[src/assert_macros.svh]
// Assertion macros shared by the RTL that checks itself.
// Depends on nothing; the using module must have i_clk and i_rst_n in scope.
`ifndef ASSERT_MACROS_SVH
`define ASSERT_MACROS_SVH
`ifndef ASSERT_OFF
// Check a condition at every clock edge outside reset.
`define QAT_ASSERT(lbl, expr, msg) \
    lbl: assert property (@(posedge i_clk) disable iff (!i_rst_n) (expr)) else $error(msg);
// Check that a condition in one cycle implies another in the next cycle.
`define QAT_ASSERT_NEXT(lbl, ante, cons, msg) \
    lbl: assert property (@(posedge i_clk) disable iff (!i_rst_n) (ante) |=> (cons)) \
        else $error(msg);
`else
`define QAT_ASSERT(lbl, expr, msg)
`define QAT_ASSERT_NEXT(lbl, ante, cons, msg)
`endif
`endif

[src/qat_pkg.sv]
// Shared types and constants for the quadrature azimuth tracker.
// Used by the controller, the datapath, the serial divider and the top level.
package qat_pkg;

    // Field widths.
    localparam int TPR_W      = 16;
    localparam int DEG_W      = 9;
    localparam int REM_W      = 8;
    localparam int EVT_W      = 16;
    localparam int ACT_W      = 2;
    localparam int DIV_W      = TPR_W + DEG_W;
    localparam int DIV_CNT_W  = $clog2(DIV_W + 1);
    localparam int CFG_IDX_W  = 1;
    localparam int CFG_DATA_W = 16;

    // Action codes of an input item.
    localparam logic [ACT_W-1:0] ACT_EDGE  = 2'd0;
    localparam logic [ACT_W-1:0] ACT_SYNC  = 2'd1;
    localparam logic [ACT_W-1:0] ACT_HOME  = 2'd2;
    localparam logic [ACT_W-1:0] ACT_QUERY = 2'd3;

    // Configuration register indexes.
    localparam logic [CFG_IDX_W-1:0] REG_TICKS_PER_REV = 1'd0;
    localparam logic [CFG_IDX_W-1:0] REG_PARK_AZIMUTH  = 1'd1;

    // Reset values and angle constants.
    localparam logic [TPR_W-1:0] TPR_RESET  = 16'd20700;
    localparam logic [DEG_W-1:0] PARK_RESET = 9'd0;
    localparam logic [DEG_W-1:0] DEG_FULL   = 9'd360;
    localparam logic [DEG_W-1:0] DEG_HALF   = 9'd180;

    // Division of a load product by 360: 360 is 8 times 45, and the division by 45
    // is a multiply by ceil(2^28 / 45) and a 28-bit shift, exact below 2^22.
    localparam int                 LOAD_PRE_SHIFT = 3;
    localparam int                 RECIP_W        = 23;
    localparam int                 RECIP_SHIFT    = 28;
    localparam logic [RECIP_W-1:0] RECIP_45       = 23'd5965233;

    // Which division the shared divider is working on.
    typedef enum logic [1:0] {
        DIV_MOD  = 2'd0,
        DIV_AZ   = 2'd2
    } t_div_op;

    typedef struct packed {
        logic [ACT_W-1:0] action;
        logic             phase_a;
        logic             phase_b;
        logic [DEG_W-1:0] sync_azimuth;
        logic [DEG_W-1:0] target_azimuth;
    } t_in_item;

    typedef struct packed {
        logic [DEG_W-1:0] azimuth;
        logic             clockwise;
        logic [REM_W-1:0] remaining_degrees;
        logic [EVT_W-1:0] sync_events;
    } t_out_item;

    // Commands from the controller to the datapath.
    typedef struct packed {
        logic    capture;
        logic    div_start;
        t_div_op div_op;
        logic    upd_count;
        logic    out_load;
    } t_qat_cmd;

    // Status from the datapath to the controller.
    typedef struct packed {
        logic in_load;
        logic div_last;
    } t_qat_status;

endpackage

[src/qat_div.sv]
// Serial restoring divider, one quotient bit per cycle.
// Depends on qat_pkg for the dividend and divisor widths.
module qat_div (
    input  logic                       i_clk,
    input  logic                       i_rst_n,
    input  logic                       i_start,
    input  logic [qat_pkg::DIV_W-1:0]  i_dividend,
    input  logic [qat_pkg::TPR_W-1:0]  i_divisor,
    output logic                       o_last,
    output logic [qat_pkg::DIV_W-1:0]  o_quotient,
    output logic [qat_pkg::TPR_W-1:0]  o_remainder
);

    logic                          r_busy;
    logic [qat_pkg::DIV_CNT_W-1:0] r_cnt;
    logic [qat_pkg::DIV_W-1:0]     r_quo;
    logic [qat_pkg::TPR_W-1:0]     r_rem;
    logic [qat_pkg::TPR_W-1:0]     n_rem;
    logic [qat_pkg::TPR_W:0]       w_shift;
    logic                          w_fit;

    // One trial subtraction of the divisor from the shifted partial remainder.
    assign w_shift = {r_rem, r_quo[qat_pkg::DIV_W-1]};
    assign w_fit   = (w_shift >= {1'b0, i_divisor});

    always_comb begin
        if (w_fit) begin
            n_rem = qat_pkg::TPR_W'(w_shift - {1'b0, i_divisor});
        end else begin
            n_rem = w_shift[qat_pkg::TPR_W-1:0];
        end
    end

    // Step counter; the divider stays busy after a start until it has produced DIV_W quotient bits.
    always_ff @(posedge i_clk) begin
        if (!i_rst_n) begin
            r_busy <= 1'b0;
            r_cnt  <= '0;
        end else if (i_start) begin
            r_busy <= 1'b1;
            r_cnt  <= qat_pkg::DIV_CNT_W'(qat_pkg::DIV_W);
        end else if (r_busy) begin
            r_cnt <= r_cnt - qat_pkg::DIV_CNT_W'(1);
            if (r_cnt == qat_pkg::DIV_CNT_W'(1)) begin
                r_busy <= 1'b0;
            end
        end
    end

    // The quotient shifts in from the right as the dividend shifts out.
    always_ff @(posedge i_clk) begin
        if (i_start) begin
            r_quo <= i_dividend;
            r_rem <= '0;
        end else if (r_busy) begin
            r_quo <= {r_quo[qat_pkg::DIV_W-2:0], w_fit};
            r_rem <= n_rem;
        end
    end

    assign o_last      = r_busy && (r_cnt == qat_pkg::DIV_CNT_W'(1));
    assign o_quotient  = r_quo;
    assign o_remainder = r_rem;

endmodule

[src/qat_dp.sv]
// Datapath: configuration registers, tick and home counters, shared divider
// and the result register. Depends on qat_pkg and qat_div.
module qat_dp #(
    parameter int CNT_W = 16
) (
    input  logic                          i_clk,
    input  logic                          i_rst_n,
    input  logic                          i_cfg_we,
    input  logic [qat_pkg::CFG_IDX_W-1:0] i_cfg_index,
    input  logic [qat_pkg::CFG_DATA_W-1:0] i_cfg_data,
    input  qat_pkg::t_in_item             i_in_item,
    input  qat_pkg::t_qat_cmd             i_cmd,
    output qat_pkg::t_qat_status          o_status,
    output qat_pkg::t_out_item            o_out_item
);

    localparam int RCP_W = qat_pkg::DIV_W - qat_pkg::LOAD_PRE_SHIFT + qat_pkg::RECIP_W;

    logic [qat_pkg::TPR_W-1:0] r_ticks_per_rev;
    logic [qat_pkg::DEG_W-1:0] r_park_azimuth;
    logic [CNT_W-1:0]          r_tick;
    logic [qat_pkg::EVT_W-1:0] r_home;
    qat_pkg::t_in_item         r_item;
    qat_pkg::t_out_item        r_out;
    logic [qat_pkg::DIV_W-1:0] r_load_prod;
    logic [qat_pkg::TPR_W:0]   r_load_quo;

    logic [qat_pkg::TPR_W-1:0] w_ring;
    logic [qat_pkg::DEG_W-1:0] w_load_deg;
    logic [RCP_W-1:0]          w_rcp_prod;
    logic [qat_pkg::DIV_W-1:0] w_dividend;
    logic [qat_pkg::TPR_W-1:0] w_divisor;
    logic                      w_last;
    logic [qat_pkg::DIV_W-1:0] w_quo;
    logic [qat_pkg::TPR_W-1:0] w_rem;
    logic [qat_pkg::TPR_W:0]   w_inc;
    logic [qat_pkg::TPR_W-1:0] w_load_pos;
    logic [qat_pkg::TPR_W-1:0] n_pos;

    logic [qat_pkg::DEG_W-1:0] w_az_raw;
    logic [qat_pkg::DEG_W-1:0] w_az;
    logic [qat_pkg::DEG_W-1:0] w_taz;
    logic [qat_pkg::DEG_W:0]   w_sum;
    logic [qat_pkg::DEG_W-1:0] w_diff;
    qat_pkg::t_out_item        n_out;

    // A zero revolution size behaves as a ring of one tick.
    assign w_ring = (r_ticks_per_rev == '0) ? qat_pkg::TPR_W'(1) : r_ticks_per_rev;

    // Configuration writes.
    always_ff @(posedge i_clk) begin
        if (!i_rst_n) begin
            r_ticks_per_rev <= qat_pkg::TPR_RESET;
            r_park_azimuth  <= qat_pkg::PARK_RESET;
        end else if (i_cfg_we) begin
            case (i_cfg_index)
                qat_pkg::REG_TICKS_PER_REV: r_ticks_per_rev <= i_cfg_data;
                qat_pkg::REG_PARK_AZIMUTH: begin
                    r_park_azimuth <= i_cfg_data[qat_pkg::DEG_W-1:0];
                end
                default: r_ticks_per_rev <= r_ticks_per_rev;
            endcase
        end
    end

    // Tell the controller whether the incoming item loads from degrees.
    assign o_status.in_load  = (i_in_item.action == qat_pkg::ACT_SYNC) ||
                               (i_in_item.action == qat_pkg::ACT_HOME);
    assign o_status.div_last = w_last;

    // Degrees to load come from the incoming item or the park register.
    assign w_load_deg = (i_in_item.action == qat_pkg::ACT_SYNC) ?
                        i_in_item.sync_azimuth : r_park_azimuth;

    // Operand selection for the shared divider.
    always_comb begin
        case (i_cmd.div_op)
            qat_pkg::DIV_MOD: begin
                w_dividend = qat_pkg::DIV_W'(r_tick);
                w_divisor  = w_ring;
            end
            qat_pkg::DIV_AZ: begin
                w_dividend = qat_pkg::DIV_W'(r_tick) * qat_pkg::DIV_W'(qat_pkg::DEG_FULL);
                w_divisor  = w_ring;
            end
            default: begin
                w_dividend = qat_pkg::DIV_W'(r_tick);
                w_divisor  = w_ring;
            end
        endcase
    end

    qat_div u_div (
        .i_clk       (i_clk),
        .i_rst_n     (i_rst_n),
        .i_start     (i_cmd.div_start),
        .i_dividend  (w_dividend),
        .i_divisor   (w_divisor),
        .o_last      (w_last),
        .o_quotient  (w_quo),
        .o_remainder (w_rem)
    );

    // Ticks for a load angle, floor(ring * deg / 360): the product is taken with the
    // item, then a shift by three and a reciprocal multiply divide it in the next cycle.
    assign w_rcp_prod = RCP_W'(r_load_prod[qat_pkg::DIV_W-1:qat_pkg::LOAD_PRE_SHIFT]) *
                        RCP_W'(qat_pkg::RECIP_45);

    always_ff @(posedge i_clk) begin
        r_load_quo <= w_rcp_prod[qat_pkg::RECIP_SHIFT +: (qat_pkg::TPR_W + 1)];
    end

    // Next tick position. A load quotient is below two revolutions, so one
    // subtraction brings it back onto the ring.
    assign w_inc = {1'b0, w_rem} + {{qat_pkg::TPR_W{1'b0}}, 1'b1};
    assign w_load_pos = (r_load_quo >= {1'b0, w_ring}) ?
                        qat_pkg::TPR_W'(r_load_quo - {1'b0, w_ring}) :
                        r_load_quo[qat_pkg::TPR_W-1:0];

    always_comb begin
        case (r_item.action)
            qat_pkg::ACT_EDGE: begin
                if (r_item.phase_a == r_item.phase_b) begin
                    n_pos = (w_rem == '0) ? (w_ring - qat_pkg::TPR_W'(1)) :
                            (w_rem - qat_pkg::TPR_W'(1));
                end else begin
                    n_pos = (w_inc >= {1'b0, w_ring}) ? '0 : w_inc[qat_pkg::TPR_W-1:0];
                end
            end
            qat_pkg::ACT_SYNC:  n_pos = w_load_pos;
            qat_pkg::ACT_HOME:  n_pos = w_load_pos;
            qat_pkg::ACT_QUERY: n_pos = w_rem;
            default:            n_pos = w_rem;
        endcase
    end

    // Tick and home counters. The tick count always stays below the ring
    // size, so it never needs more than TPR_W bits.
    always_ff @(posedge i_clk) begin
        if (!i_rst_n) begin
            r_tick <= '0;
            r_home <= '0;
        end else if (i_cmd.upd_count) begin
            r_tick <= n_pos[CNT_W-1:0];
            if (r_item.action == qat_pkg::ACT_HOME) begin
                r_home <= r_home + qat_pkg::EVT_W'(1);
            end
        end
    end

    // Captured item and its load product.
    always_ff @(posedge i_clk) begin
        if (i_cmd.capture) begin
            r_item      <= i_in_item;
            r_load_prod <= qat_pkg::DIV_W'(w_ring) * qat_pkg::DIV_W'(w_load_deg);
        end
    end

    // Whole-degree azimuth, clamped so that zero reads as one.
    assign w_az_raw = w_quo[qat_pkg::DEG_W-1:0];
    assign w_az     = (w_az_raw == '0) ? qat_pkg::DEG_W'(1) : w_az_raw;

    // Shortest way to the target; a target of a full turn or more wraps.
    assign w_taz = (r_item.target_azimuth >= qat_pkg::DEG_FULL) ?
                   (r_item.target_azimuth - qat_pkg::DEG_FULL) : r_item.target_azimuth;
    assign w_sum = {1'b0, w_taz} + {1'b0, qat_pkg::DEG_FULL} - {1'b0, w_az};
    assign w_diff = (w_sum >= {1'b0, qat_pkg::DEG_FULL}) ?
                    qat_pkg::DEG_W'(w_sum - {1'b0, qat_pkg::DEG_FULL}) :
                    w_sum[qat_pkg::DEG_W-1:0];

    always_comb begin
        n_out.azimuth     = w_az;
        n_out.sync_events = r_home;
        if (w_diff > qat_pkg::DEG_HALF) begin
            n_out.clockwise         = 1'b0;
            n_out.remaining_degrees = qat_pkg::REM_W'(qat_pkg::DEG_FULL - w_diff);
        end else begin
            n_out.clockwise         = 1'b1;
            n_out.remaining_degrees = w_diff[qat_pkg::REM_W-1:0];
        end
    end

    // Result register.
    always_ff @(posedge i_clk) begin
        if (i_cmd.out_load) begin
            r_out <= n_out;
        end
    end

    assign o_out_item = r_out;

endmodule

[src/qat_ctrl.sv]
// Controller state machine: input and output handshakes and the sequence of
// divisions for one item. Depends on qat_pkg.
module qat_ctrl (
    input  logic                 i_clk,
    input  logic                 i_rst_n,
    input  logic                 i_in_valid,
    output logic                 o_in_ready,
    output logic                 o_out_valid,
    input  logic                 i_out_ready,
    input  qat_pkg::t_qat_status i_status,
    output qat_pkg::t_qat_cmd    o_cmd
);

    typedef enum logic [6:0] {
        S_IDLE  = 7'b0000001,
        S_MOD   = 7'b0000010,
        S_LOAD  = 7'b0000100,
        S_UPD   = 7'b0001000,
        S_AZ_GO = 7'b0010000,
        S_AZ    = 7'b0100000,
        S_OUT   = 7'b1000000
    } t_state;

    t_state r_state;
    t_state n_state;
    logic   r_out_valid;
    logic   n_out_valid;
    logic   w_out_free;

    // The result register can take a new item when empty or being drained.
    assign w_out_free = !r_out_valid || i_out_ready;
    assign o_in_ready = (r_state == S_IDLE);

    // Next state and command decode.
    always_comb begin
        n_state          = r_state;
        o_cmd.capture    = 1'b0;
        o_cmd.div_start  = 1'b0;
        o_cmd.div_op     = qat_pkg::DIV_MOD;
        o_cmd.upd_count  = 1'b0;
        o_cmd.out_load   = 1'b0;
        case (r_state)
            S_IDLE: begin
                if (i_in_valid) begin
                    o_cmd.capture = 1'b1;
                    if (i_status.in_load) begin
                        n_state = S_LOAD;
                    end else begin
                        o_cmd.div_start = 1'b1;
                        n_state         = S_MOD;
                    end
                end
            end
            S_MOD: begin
                if (i_status.div_last) begin
                    n_state = S_UPD;
                end
            end
            S_LOAD: begin
                // The load quotient is registered at the end of this cycle.
                n_state = S_UPD;
            end
            S_UPD: begin
                o_cmd.upd_count = 1'b1;
                n_state         = S_AZ_GO;
            end
            S_AZ_GO: begin
                o_cmd.div_start = 1'b1;
                o_cmd.div_op    = qat_pkg::DIV_AZ;
                n_state         = S_AZ;
            end
            S_AZ: begin
                o_cmd.div_op = qat_pkg::DIV_AZ;
                if (i_status.div_last) begin
                    n_state = S_OUT;
                end
            end
            S_OUT: begin
                o_cmd.div_op = qat_pkg::DIV_AZ;
                if (w_out_free) begin
                    o_cmd.out_load = 1'b1;
                    n_state        = S_IDLE;
                end
            end
            default: n_state = S_IDLE;
        endcase
    end

    // Output valid flag follows the result register.
    always_comb begin
        if (o_cmd.out_load) begin
            n_out_valid = 1'b1;
        end else if (i_out_ready) begin
            n_out_valid = 1'b0;
        end else begin
            n_out_valid = r_out_valid;
        end
    end

    always_ff @(posedge i_clk) begin
        if (!i_rst_n) begin
            r_state     <= S_IDLE;
            r_out_valid <= 1'b0;
        end else begin
            r_state     <= n_state;
            r_out_valid <= n_out_valid;
        end
    end

    assign o_out_valid = r_out_valid;

endmodule

[src/quadrature_azimuth_tracker.sv]
// Quadrature azimuth tracker: one result item for every input item.
// From acceptance to result valid, an edge or query item runs two serial divisions of 25
// steps each (one quotient bit per cycle), update and restart states between, then output.
// A sync or home item gets its load position from a reciprocal multiply, not a division.
// A new item can be accepted the cycle after the result store; a stalled result delays it.
// Synchronous active-low reset restores the default configuration and clears the counters.
`include "assert_macros.svh"

module quadrature_azimuth_tracker #(
    parameter int COUNT_BITS = 16
) (
    input  logic                           i_clk,
    input  logic                           i_rst_n,
    input  logic                           i_in_valid,
    output logic                           o_in_ready,
    input  qat_pkg::t_in_item              i_in_item,
    output logic                           o_out_valid,
    input  logic                           i_out_ready,
    output qat_pkg::t_out_item             o_out_item,
    input  logic                           i_cfg_we,
    input  logic [qat_pkg::CFG_IDX_W-1:0]  i_cfg_index,
    input  logic [qat_pkg::CFG_DATA_W-1:0] i_cfg_data
);

    // The tick count stays below the ring size, so it needs at most TPR_W bits.
    localparam int CNT_W = (COUNT_BITS < qat_pkg::TPR_W) ? COUNT_BITS : qat_pkg::TPR_W;

    qat_pkg::t_qat_cmd    w_cmd;
    qat_pkg::t_qat_status w_status;
    logic                 w_az_ok;
    logic                 w_rem_ok;
    logic                 w_cmd_other;

    qat_ctrl u_ctrl (
        .i_clk       (i_clk),
        .i_rst_n     (i_rst_n),
        .i_in_valid  (i_in_valid),
        .o_in_ready  (o_in_ready),
        .o_out_valid (o_out_valid),
        .i_out_ready (i_out_ready),
        .i_status    (w_status),
        .o_cmd       (w_cmd)
    );

    qat_dp #(
        .CNT_W (CNT_W)
    ) u_dp (
        .i_clk       (i_clk),
        .i_rst_n     (i_rst_n),
        .i_cfg_we    (i_cfg_we),
        .i_cfg_index (i_cfg_index),
        .i_cfg_data  (i_cfg_data),
        .i_in_item   (i_in_item),
        .i_cmd       (w_cmd),
        .o_status    (w_status),
        .o_out_item  (o_out_item)
    );

    // Result field checks and the commands that must not overlap a result store.
    assign w_az_ok     = (o_out_item.azimuth != '0) &&
                         (o_out_item.azimuth < qat_pkg::DEG_FULL);
    assign w_rem_ok    = (o_out_item.remaining_degrees <= qat_pkg::REM_W'(qat_pkg::DEG_HALF)) &&
                         (o_out_item.clockwise || (o_out_item.remaining_degrees != '0));
    assign w_cmd_other = w_cmd.capture || w_cmd.div_start || w_cmd.upd_count;

    // A delivered azimuth is a whole degree in one to three hundred fifty-nine.
    `QAT_ASSERT(a_az_range, !o_out_valid || w_az_ok, "azimuth out of range")

    // Remaining distance never exceeds a half turn; counterclockwise means nonzero.
    `QAT_ASSERT(a_rem_range, !o_out_valid || w_rem_ok, "bad distance")

    // Once an item is taken, the block stays busy for the next cycle.
    `QAT_ASSERT_NEXT(a_busy_after_accept, i_in_valid && o_in_ready, !o_in_ready, "ready after accept")

    // A result is stored only when no capture, division start or counter update is commanded.
    `QAT_ASSERT(a_cmd_excl, !w_cmd.out_load || !w_cmd_other, "command overlap")

endmodule
[config.mk]
export PLATFORM = sky130hd
export DESIGN_NAME = quadrature_azimuth_tracker
export DESIGN_NICKNAME = d
export VERILOG_FILES = /design/src/qat_pkg.sv /design/src/qat_div.sv /design/src/qat_dp.sv /design/src/qat_ctrl.sv /design/src/quadrature_azimuth_tracker.sv
export VERILOG_INCLUDE_DIRS = /design/src /design/src/src
export SDC_FILE = /design/constraint.sdc
export NUM_CORES = 1
export LEC_CHECK = 0
export ABC_CLOCK_PERIOD_IN_PS = 7000
export BUFFER_PORTS_ARGS = -buffer_cell sky130_fd_sc_hd__buf_4
export CAP_MARGIN = 20
export CORE_AREA = 2 2 181 253
export CTS_CLUSTER_SIZE = 14
export DETAILED_ROUTE_END_ITERATION = 10
export DIE_AREA = 0 0 183 255
export GPL_TIMING_DRIVEN = 0
export PLACE_DENSITY = 0.71
export RECOVER_POWER = 50
export SYNTH_ARGS = -nofsm -noshare
export SYNTH_HDL_FRONTEND = slang
export SYNTH_SLANG_ARGS = --single-unit
[constraint.sdc]
create_clock -name i_clk -period 7 [get_ports i_clk]
set_clock_uncertainty 0.15 [all_clocks]
set_input_delay 0 -clock i_clk [delete_from_list [all_inputs] [get_ports i_clk]]
set_output_delay 0 -clock i_clk [all_outputs]
set_load 0.02 [all_outputs]
==> flow_summary.yaml <==
route:
  drt_pass1_iterations: 6
  vias: 19350
  avgRoutedWirePerCell_um: 19.15
  dr.first_iter.drc_count: 1310
  wl_um: 65120
  antenna_left: 0
  drc: 0
  viasPerCell: 5.689
final_layout:
  final_core_util_pct: 59.42
  nNetsFinal: 3471
  area_growth_pct: 9.863
  diodes: 0
  drive_gt1_share_pct: 4.653
global_routing:
  grt.met2_usage_pct: 52.77
  antenna_found_initial: 1
  grt_first_pass_wirelength_um: 104400
  globalRouteMet3Util_pct: 3.173
  grt_max_degree: 36
  grtUsageTotal_pct: 28.73
  grtUsageMet1_pct: 31.48
  grt_overflow: 0
  grt_pass1_vias: 20570
  grt.busiest_layer: "met2"
floorplan:
  die_h_um: 255
  coreArea_sq_mm: 0.04466
  die_w_um: 183
  die_area_sq_mm: 0.04667
  ios: 80
  fp-row-count: 92
  start_util_pct: 54.08
clocking:
  clock_sinks: 198
  clk_latency_ns: 0.48
  numCtsBuffers: 17
  h-tree-depth: 4
  cts-root-buf: "clkbuf_16"
  clk_path_buf_depth: 2
  clk_pin_slew_ns: 0.09
  cts_tree: "done"
synthesis:
  synth.avg_cell_area_sq_um: 9.053
  synthSimpleGateAreaFrac_pct: 12.98
  syn_nets: 3315
  yosysSeqAreaShare_pct: 20.31
  dominantRegCellSynth: "dfxtp_1"
  synth-compound-area-share_pct: 12.35
  yosys.area_share.adder_pct: 39.22
  yosysUniqueCellTypes: 84
  async_reset_ff_share_pct: 0
  synth_xor_area_share_pct: 4.564
  synth_edf_count: 94
  synth_top_family_by_area: "adder cells"
  synth_area_sq_mm: 0.02415
  synth.area.mux_share_pct: 1.476
  synth-seq-cells: 198
  syn_inst: 2668
  yosys_warnings: 0
worst_setup_path:
  crit_path_end_kind: "register"
  crit_required_ns: 7.27
  start_kind: "register"
  crit_type: "reg2reg"
  critical_path_peak_fanout: 4
  slowest_delay_ns: 0.57
  path_buf_inv: 4
  crit_top_cell: "fa_1"
  critPathSlowestCell: "fa_1"
  path_cells: "ha_1 > inv_1 > fa_1 > fa_1 > inv_1 > fa_1 > fa_1 > fa_1 > inv_1 > fa_1 > inv_1 > ha_1 > o21ai_0 > a21oi_2 > nor4_2 > a21oi_2 > a221o_1 > a221o_1 > a21o_1 > a21oi_2 > xnor2_1"
  cp_data_arrival_time_ns: 7.07
  critPathTopFamily: "adder cells"
job:
  maxCapViolCount: 2
timing:
  drv_slew: 71
  hold_slack_ns: 0.1129
  max_freq_mhz: 146.9
  slew_headroom_pct: -69.24
  post-route-min-period_ns: 6.807
  fin_ws_ns: 0.1927
  worst_slew_pin_slew_ns: 2.539
  hold_viol_final: 0
  period_share_pct: 97.25
  final-setup-viol-count: 0
worst_hold_path:
  hold_path_class: "in2reg"
place:
  dp_slack_ns: -0.08929
  dp_hpwl_um: 53320
  port_buffers: 79
  gp_congestion: 0.9471
status:
  run_status: "finished, violations left"
  violations: "capacitance limit, slew limit"
## final timing paths
check	start	to	slack, ns	cells after the start
setup / recovery	u_dp.r_load_prod[20]$_DFFE_PP_	u_dp.r_load_quo[15]$_DFF_P_	0.19	21
hold / removal	i_in_item[18]	u_dp.r_item[18]$_DFFE_PP_	0.11	2
setup reg to reg	u_dp.r_load_prod[20]$_DFFE_PP_	u_dp.r_load_quo[15]$_DFF_P_	0.19	21
hold reg to reg	u_dp.r_home[10]$_SDFFE_PN0P_	u_dp.o_out_item[10]$_DFFE_PP_	0.30	0
## sequential cells by signal, indices dropped and copies added (netlist names), 5 cells and up
register / cells
u_dp.o_out_item: 34
u_dp.r_tick: 16
u_dp.r_load_quo: 17
u_dp.r_home: 16
u_dp.r_ticks_per_rev: 16
u_dp.r_park_azimuth: 9
u_ctrl.r_state: 7
u_dp.r_load_prod: 22
u_dp.u_div.o_quotient: 25
u_dp.u_div.r_cnt: 5
u_dp.r_item: 13
u_dp.u_div.o_remainder: 16
## layer usage
layer,up-vias,share of wire [%]
met5,-,0.020
met4,2,6.8
met3,230,4.2
met2,615,51
met1,9325,38
li1,9176,-
## timing repair
| action | in CTS | in global routing |
|---|---|---|
| resized for setup | 2 | 9 |
| endpoints found under the hold margin | 46 | 0 |
| hold buffers | 46 | 0 |
| setup buffers | 6 | 3 |
| setup endpoints to repair | 1 | 8 |
| pin swaps | 0 | 3 |
## Yosys cell counts, types with 18 or more instances
library cell	count	area, sq um
and3_1	22	137.6
fa_1	257	5145
a21boi_0	28	210.2
o21ai_0	95	475.5
nand4_1	18	112.6
xor2_1	43	376.6
nor2b_1	33	206.5
nor2_1	183	686.9
inv_1	487	1828
o211ai_1	27	202.7
a21o_1	26	195.2
nand2b_1	23	143.9
nor3_1	41	205.2
and2_1	27	168.9
mux2i_1	21	210.2
clkbuf_1	86	322.8
nand2_1	231	867.1
xnor2_1	81	709.4
nand3_1	51	255.2
edfxtp_1	94	2823
a21oi_1	119	595.6
dfxtp_1	104	2082
ha_1	346	4329
## area by class of cell
cell class / instances / area, sq um
repair buffers: 137 / 993.5
fillers: 3969 / 18130
clock buffers: 18 / 429.2
clock inverters: 14 / 180.2
plain buffers: 91 / 346.6
multi-input cells: 1886 / 17130
well taps: 564 / 705.7
flip-flops and latches: 198 / 4905
inverters: 493 / 1851
## metrics by stage
step,instances,TNS [ns],cell area [sq um]
finish,3401,0,26540
global route,3401,-0.01017,26540
floorplan,2668,0,24150
CTS,3397,0,26620
detailed placement,3313,-0.1382,25500
global placement,3311,0,25450
## placed cells by master (no fill, tap or decap), types with 8 or more instances in the layout
master	Yosys	final
a21boi_0	28	28
a21o_1	26	26
a21oi_1	119	116
a221o_1	9	9
a31oi_1	16	16
and2_0	0	9
and2_1	27	18
and3_1	22	22
buf_4	0	37
clkbuf_1	86	129
clkbuf_16	0	17
clkbuf_4	0	11
dfxtp_1	104	104
dlygate4sd3_1	0	46
edfxtp_1	94	94
fa_1	257	257
ha_1	346	343
inv_1	487	487
mux2_2	12	12
mux2i_1	21	21
nand2_1	231	231
nand2b_1	23	23
nand3_1	51	51
nand4_1	18	18
nor2_1	183	182
nor2b_1	33	32
nor3_1	41	40
o211ai_1	27	27
o21a_1	13	13
o21ai_0	95	94
o21bai_1	8	8
or3_1	12	12
xnor2_1	81	81
xor2_1	43	43
## kinds of logic (layout without fill, tap and decap cells)
kind of cell	Yosys count	count (layout)
AND/OR/NAND/NOR	675	675
adder cells (fa/ha/maj)	603	603
buffers and inverters	584	753
AO/OA/AOI/OAI	449	449
flip-flops	198	198
XOR/XNOR	125	125
multiplexers	34	34
Power is left out: the tool's default activity adds up to more than one toggle a clock period on the data nets, which glitch-free logic cannot reach.
